$ cat config.mk
export PLATFORM = sky130hd
export DESIGN_NAME = pls_cell
export DESIGN_NICKNAME = d
export VERILOG_FILES = /design/src/rtl/core/positional_list_store_macros.svh /design/src/rtl/core/pls_pkg.sv /design/src/rtl/core/pls_cell.sv
export SDC_FILE = /design/constraint.sdc
export NUM_CORES = 1
export LEC_CHECK = 0
export ABC_AREA = 1
export BUFFER_PORTS_ARGS = -buffer_cell sky130_fd_sc_hd__buf_4
export CAP_MARGIN = 30
export CORE_UTILIZATION = 40
export DETAILED_ROUTE_END_ITERATION = 7
export PLACE_DENSITY = 0.88
export SYNTH_ARGS = -nofsm -noshare
export SYNTH_HDL_FRONTEND = slang
export SYNTH_SLANG_ARGS = --single-unit
$ cat constraint.sdc
create_clock -name clk -period 3.8 [get_ports clk]
set_input_delay 0.19 -clock clk [delete_from_list [all_inputs] [get_ports clk]]
set_output_delay 0.19 -clock clk [all_outputs]
set_load 0.02 [all_outputs]
$ cat src/rtl/core/positional_list_store_macros.svh
// Assertion macros for the positional list store.
`ifndef POSITIONAL_LIST_STORE_MACROS_SVH
`define POSITIONAL_LIST_STORE_MACROS_SVH

`ifndef NO_ASSERTIONS

// cond holds in the same cycle as trig
`define PLS_ASSERT_SAME(label, clk, rst_n, trig, cond) \
    label: assert property (@(posedge clk) disable iff (!rst_n) (trig) |-> (cond)) \
        else $error("positional list store: check failed");

// cond holds in the cycle after trig
`define PLS_ASSERT_NEXT(label, clk, rst_n, trig, cond) \
    label: assert property (@(posedge clk) disable iff (!rst_n) (trig) |=> (cond)) \
        else $error("positional list store: check failed");

`else

`define PLS_ASSERT_SAME(label, clk, rst_n, trig, cond)
`define PLS_ASSERT_NEXT(label, clk, rst_n, trig, cond)

`endif

`endif

$ cat src/rtl/core/pls_pkg.sv
// Package: types, codes and sizing for the positional list store.
package pls_pkg;

    localparam int CAPACITY = 128;
    localparam int WORD_W   = 32;
    localparam int POS_W    = 8;
    localparam int COUNT_W  = 8;
    localparam int ACT_W    = 2;
    localparam int STAT_W   = 2;

    localparam int LEN_W    = $clog2(CAPACITY + 1);
    localparam int CAP_IW   = (CAPACITY > 1) ? $clog2(CAPACITY) : 1;
    localparam int IDX_W    = (POS_W > CAP_IW) ? POS_W : CAP_IW;
    localparam int CMP_W    = ((POS_W > LEN_W) ? POS_W : LEN_W) + 1;

    // read-out OR tree: cells per first-level group
    localparam int GROUP    = 16;
    localparam int NGROUPS  = (CAPACITY + GROUP - 1) / GROUP;

    localparam logic [ACT_W-1:0]  ACT_INSERT = 2'd0;
    localparam logic [ACT_W-1:0]  ACT_READ   = 2'd1;
    localparam logic [ACT_W-1:0]  ACT_DELETE = 2'd2;

    localparam logic [STAT_W-1:0] ST_OK      = 2'd0;
    localparam logic [STAT_W-1:0] ST_BAD_POS = 2'd1;
    localparam logic [STAT_W-1:0] ST_FULL    = 2'd2;

    typedef struct packed {
        logic [ACT_W-1:0]         action;
        logic [POS_W-1:0]         position;
        logic signed [WORD_W-1:0] value;
    } pls_cmd_t;

    typedef struct packed {
        logic [STAT_W-1:0]        status;
        logic signed [WORD_W-1:0] read_value;
        logic [COUNT_W-1:0]       count;
    } pls_rsp_t;

    // broadcast to every cell
    typedef struct packed {
        logic                     shift_up;
        logic                     shift_down;
        logic [IDX_W-1:0]         pos_idx;
        logic signed [WORD_W-1:0] ins_val;
    } pls_ctrl_t;

endpackage

$ cat src/rtl/core/pls_cell.sv
// One list slot: holds a word, shifts with its neighbors, taps out on a read hit.
module pls_cell (
    input  logic                             clk,
    input  pls_pkg::pls_ctrl_t               ctrl,
    input  logic [pls_pkg::IDX_W-1:0]        idx,
    input  logic signed [pls_pkg::WORD_W-1:0] prev_word,
    input  logic signed [pls_pkg::WORD_W-1:0] next_word,
    output logic signed [pls_pkg::WORD_W-1:0] word,
    output logic signed [pls_pkg::WORD_W-1:0] tap
);

    logic signed [pls_pkg::WORD_W-1:0] word_reg;
    logic signed [pls_pkg::WORD_W-1:0] word_next;
    logic                              hit;
    logic                              after;

    assign hit   = (idx == ctrl.pos_idx);
    assign after = (idx > ctrl.pos_idx);

    always_comb
    begin
        word_next = word_reg;
        if (ctrl.shift_up)
        begin
            if (hit)
            begin
                word_next = ctrl.ins_val;
            end
            else if (after)
            begin
                word_next = prev_word;
            end
        end
        else if (ctrl.shift_down && (hit || after))
        begin
            word_next = next_word;
        end
    end

    always_ff @(posedge clk)
    begin
        word_reg <= word_next;
    end

    assign word = word_reg;
    assign tap  = hit ? word_reg : '0;

endmodule

==> metrics.md <==
| Metric | Value |
|---|---|
| Status | `completed` |
| CP Launch Type | `primary input` |
| Post-synthesis sequential area ratio | `about two fifths` |
| Synth warn | `0` |
| Fin. Hold Viols | `0` |
| Hold bufs inserted after CTS | `0` |
| Aggregate routed wire length | `about 7 mm` |
| Die X | `just under 80 um` |
| DP HPWL | `5.262 mm` |
| Setup Buffers After CTS | `0` |
| First-pass GRT wire length | `between 10 and 15 mm` |
| Synth area leader | `edfxtp_1` |
| Worst EP required | `3.70 ns` |
| 1st-pass router iterations | `4` |
| HP Start | `next_word[11]` |
| Comb power frac | `31.1%` |
| Fraction of layout cells with a size suffix above 1 | `between 30% and 40%` |
| H-tree levels | `2` |
| HP Class | `in2reg` |
| Initial Util | `approximately two fifths` |
| Antenna cells | `0` |
| Clock network power share | `between 20% and 30%` |
| Net switching power | `approximately 0.34 mW` |
| Actual slew at the worst max-slew pin | `between 0.9 and 1 ns` |
| TNS Setup | `0 ns` |
| Layout net count | `around 640` |
| PD cells | `between 300 and 400 nW/um^2` |
| Synth Instances | `between 300 and 400` |
| Min-Delay Endpoint | `word[11]$_DFFE_PP_` |
| Leak | `2.211 nW` |
| Die area | `6063 um^2` |
| CTS resizes | `0` |
| CP Max Fanout | `65` |
| Relative slew slack | `about a third` |
| Die Ht | `77.87 um` |
| Final ANT Viol Nets | `0` |
| Switching share of power | `29.15%` |
| CP Launch Point | `ctrl[35]` |
| Core area | `5540 um^2` |
| Cts bufs inserted | `5` |
| Avg Cell Area, Syn | `roughly 6.6 um^2` |
| Vias in the first global route | `2547` |
| # rows | `27` |
| Sequential Power Share | `41.8%` |
| Clk buf depth | `2` |
| Avg Vias per Cell | `between 4 and 5` |
| Syn nets | `~470` |
| Worst setup EP type | `register` |
| Fin crit period | `roughly 2.3 ns` |
| Setup CP Type | `in2reg` |
| Fin. max-slew vios | `0` |
| Syn-to-layout area delta | `63.64%` |
| Tcrit/Tclk final | `59.33%` |
| Area contributors post-synth | `edfxtp_1 (42%), nand2_1 (28%), inv_1 (7.2%), nand3_1 (7.0%), nor2_1 (5.7%)` |
| Clk slew on worst S/H paths | `around 0.07 ns` |
| Final instance area | `3767 um^2` |
| Peak supply drop | `around 170 uV` |
| Grt ovf | `0` |
| Share of the synthesized area in the top cell type | `41.74%` |
| Initial antenna violation count | `0` |
| Drc violations | `0` |
| Port bufs | `roughly 180` |
| Yosys reg bits | `32` |
| Data arrival time of the worst path | `approximately 2.2 ns` |
| Fillers | `479` |
| CTS tree | `yes` |
| Via count | `2756` |
| Tot GR Track Use | `22.81%` |
| Max cap viols | `0` |
| I/O pin cnt | `179` |
| Max reg flops | `32` |
| Routed wire length per instance | `approximately 12 um` |
| Dpl cell area | `around 3700 um^2` |
| Drt initial violations | `between 100 and 150` |
| Netlist cell types | `13` |
| RD Place Congestion | `roughly 0.82` |
| Pint | `0.8224 mW` |
| Final setup viols | `0` |
| Worst hold path stage count | `3` |
| Cell area after synthesis | `between 2000 and 2500 um^2` |
| Max Clk Rate | `between 400 and 500 MHz` |
| Root buffer cell | `clkbuf_8` |
| Clk sinks | `32` |
| RSZ-0062 raised after global routing | `no` |
| Largest net degree at the start of global routing | `66` |
[logic make-up (layout without fill, tap and decap cells)]
family	after synthesis	after routing	share of synthesized area, %
AOI/OAI and AO/OA	4	4	0.8696
adders and majority gates	8	8	4.348
buffers and inverters	64	233	11.74
DFF	32	32	41.74
and+or+nand+nor	240	240	41.30
[metal layers]
layer / GRT usage [%] / share of wire, %
met1: 22.92 / 37
met2: 44.87 / 53
met3: 4.706 / 7.5
met4: 9.245 / 2.0
met5: 0 / 0
[stage by stage]
| stage | power, mW | std cells | setup WS [ns] | hold WS (ns) | util, % |
|---|---|---|---|---|---|
| after floorplan | 0.6587 | 348 | 0.7234 | 0.3756 | - |
| final | 1.161 | 589 | 1.545 | 0.1792 | 68.00 |
| after detailed placement | 0.8553 | 581 | 1.204 | 0.4635 | 66.06 |
| after global routing | 1.221 | 589 | 1.315 | 0.1734 | 68.00 |
| after global placement | 0.8450 | 581 | 1.289 | 0.4608 | 66.06 |
| after CTS | 1.168 | 589 | 1.494 | 0.1747 | 68.00 |
[power groups by stage]
stage / Clock (mW) / Sequential, mW / Combinational, mW
2_1_floorplan: 0 / 0.553 / 0.105
4_1_cts: 0.318 / 0.486 / 0.363
3_5_place_dp: 0 / 0.493 / 0.362
6_report: 0.314 / 0.485 / 0.361
5_1_grt: 0.335 / 0.491 / 0.394
3_3_place_gp: 0 / 0.491 / 0.354
[area by class of cell]
type / instances / area, um^2 / share of cell area, %
well taps: 72 / 90.09 / 2.391
inverters: 44 / 165.2 / 4.384
clock buffers: 6 / 72.57 / 1.926
multi-input cells: 252 / 1085 / 28.79
clock inverters: 2 / 35.03 / 0.9299
repair buffers: 181 / 1359 / 36.07
flip-flops and latches: 32 / 960.9 / 25.51
[Yosys cell counts]
cell	instances
nand2_1	171
a21oi_1	4
nor2_1	35
buf_2	9
inv_1	44
nor2_4	1
ha_1	8
nor2_2	1
buf_6	2
nand3_1	32
buf_4	1
clkbuf_1	8
edfxtp_1	32
[cell usage in the layout (no fill, tap or decap)]
| cell | instances |
|---|---|
| ha_1 | 8 |
| nand2_2 | 1 |
| clkbuf_1 | 1 |
| bufinv_16 | 1 |
| a21oi_4 | 1 |
| a21oi_1 | 3 |
| buf_4 | 181 |
| nand2_1 | 170 |
| edfxtp_1 | 32 |
| clkbuf_8 | 5 |
| nor2_4 | 1 |
| nand3_1 | 32 |
| inv_1 | 44 |
| clkinv_2 | 1 |
| nor2_1 | 35 |
| nor2_2 | 1 |
[critical path, stage by stage]
cell	delay, ns
buf_4	0.08
inv_1	0.03
ha_1	0.28
nand2_1	0.08
nor2_2	0.14
nand2_2	0.06
buf_4	0.30
nand2_1	0.13
nor2_1	0.07
a21oi_4	0.76
[worst max path at each step]
stage                                     to  slack [ns]  depth (start not counted)
after floorplan            word[0]$_DFFE_PP_        0.72                          9
after CTS                 word[21]$_DFFE_PP_        1.49                          9
final                     word[29]$_DFFE_PP_        1.55                         10
after global placement    word[13]$_DFFE_PP_        1.29                          9
after detailed placement  word[15]$_DFFE_PP_        1.20                          9
after global routing      word[21]$_DFFE_PP_        1.32                         10
Note: power is estimated with default switching activity, not from simulation.
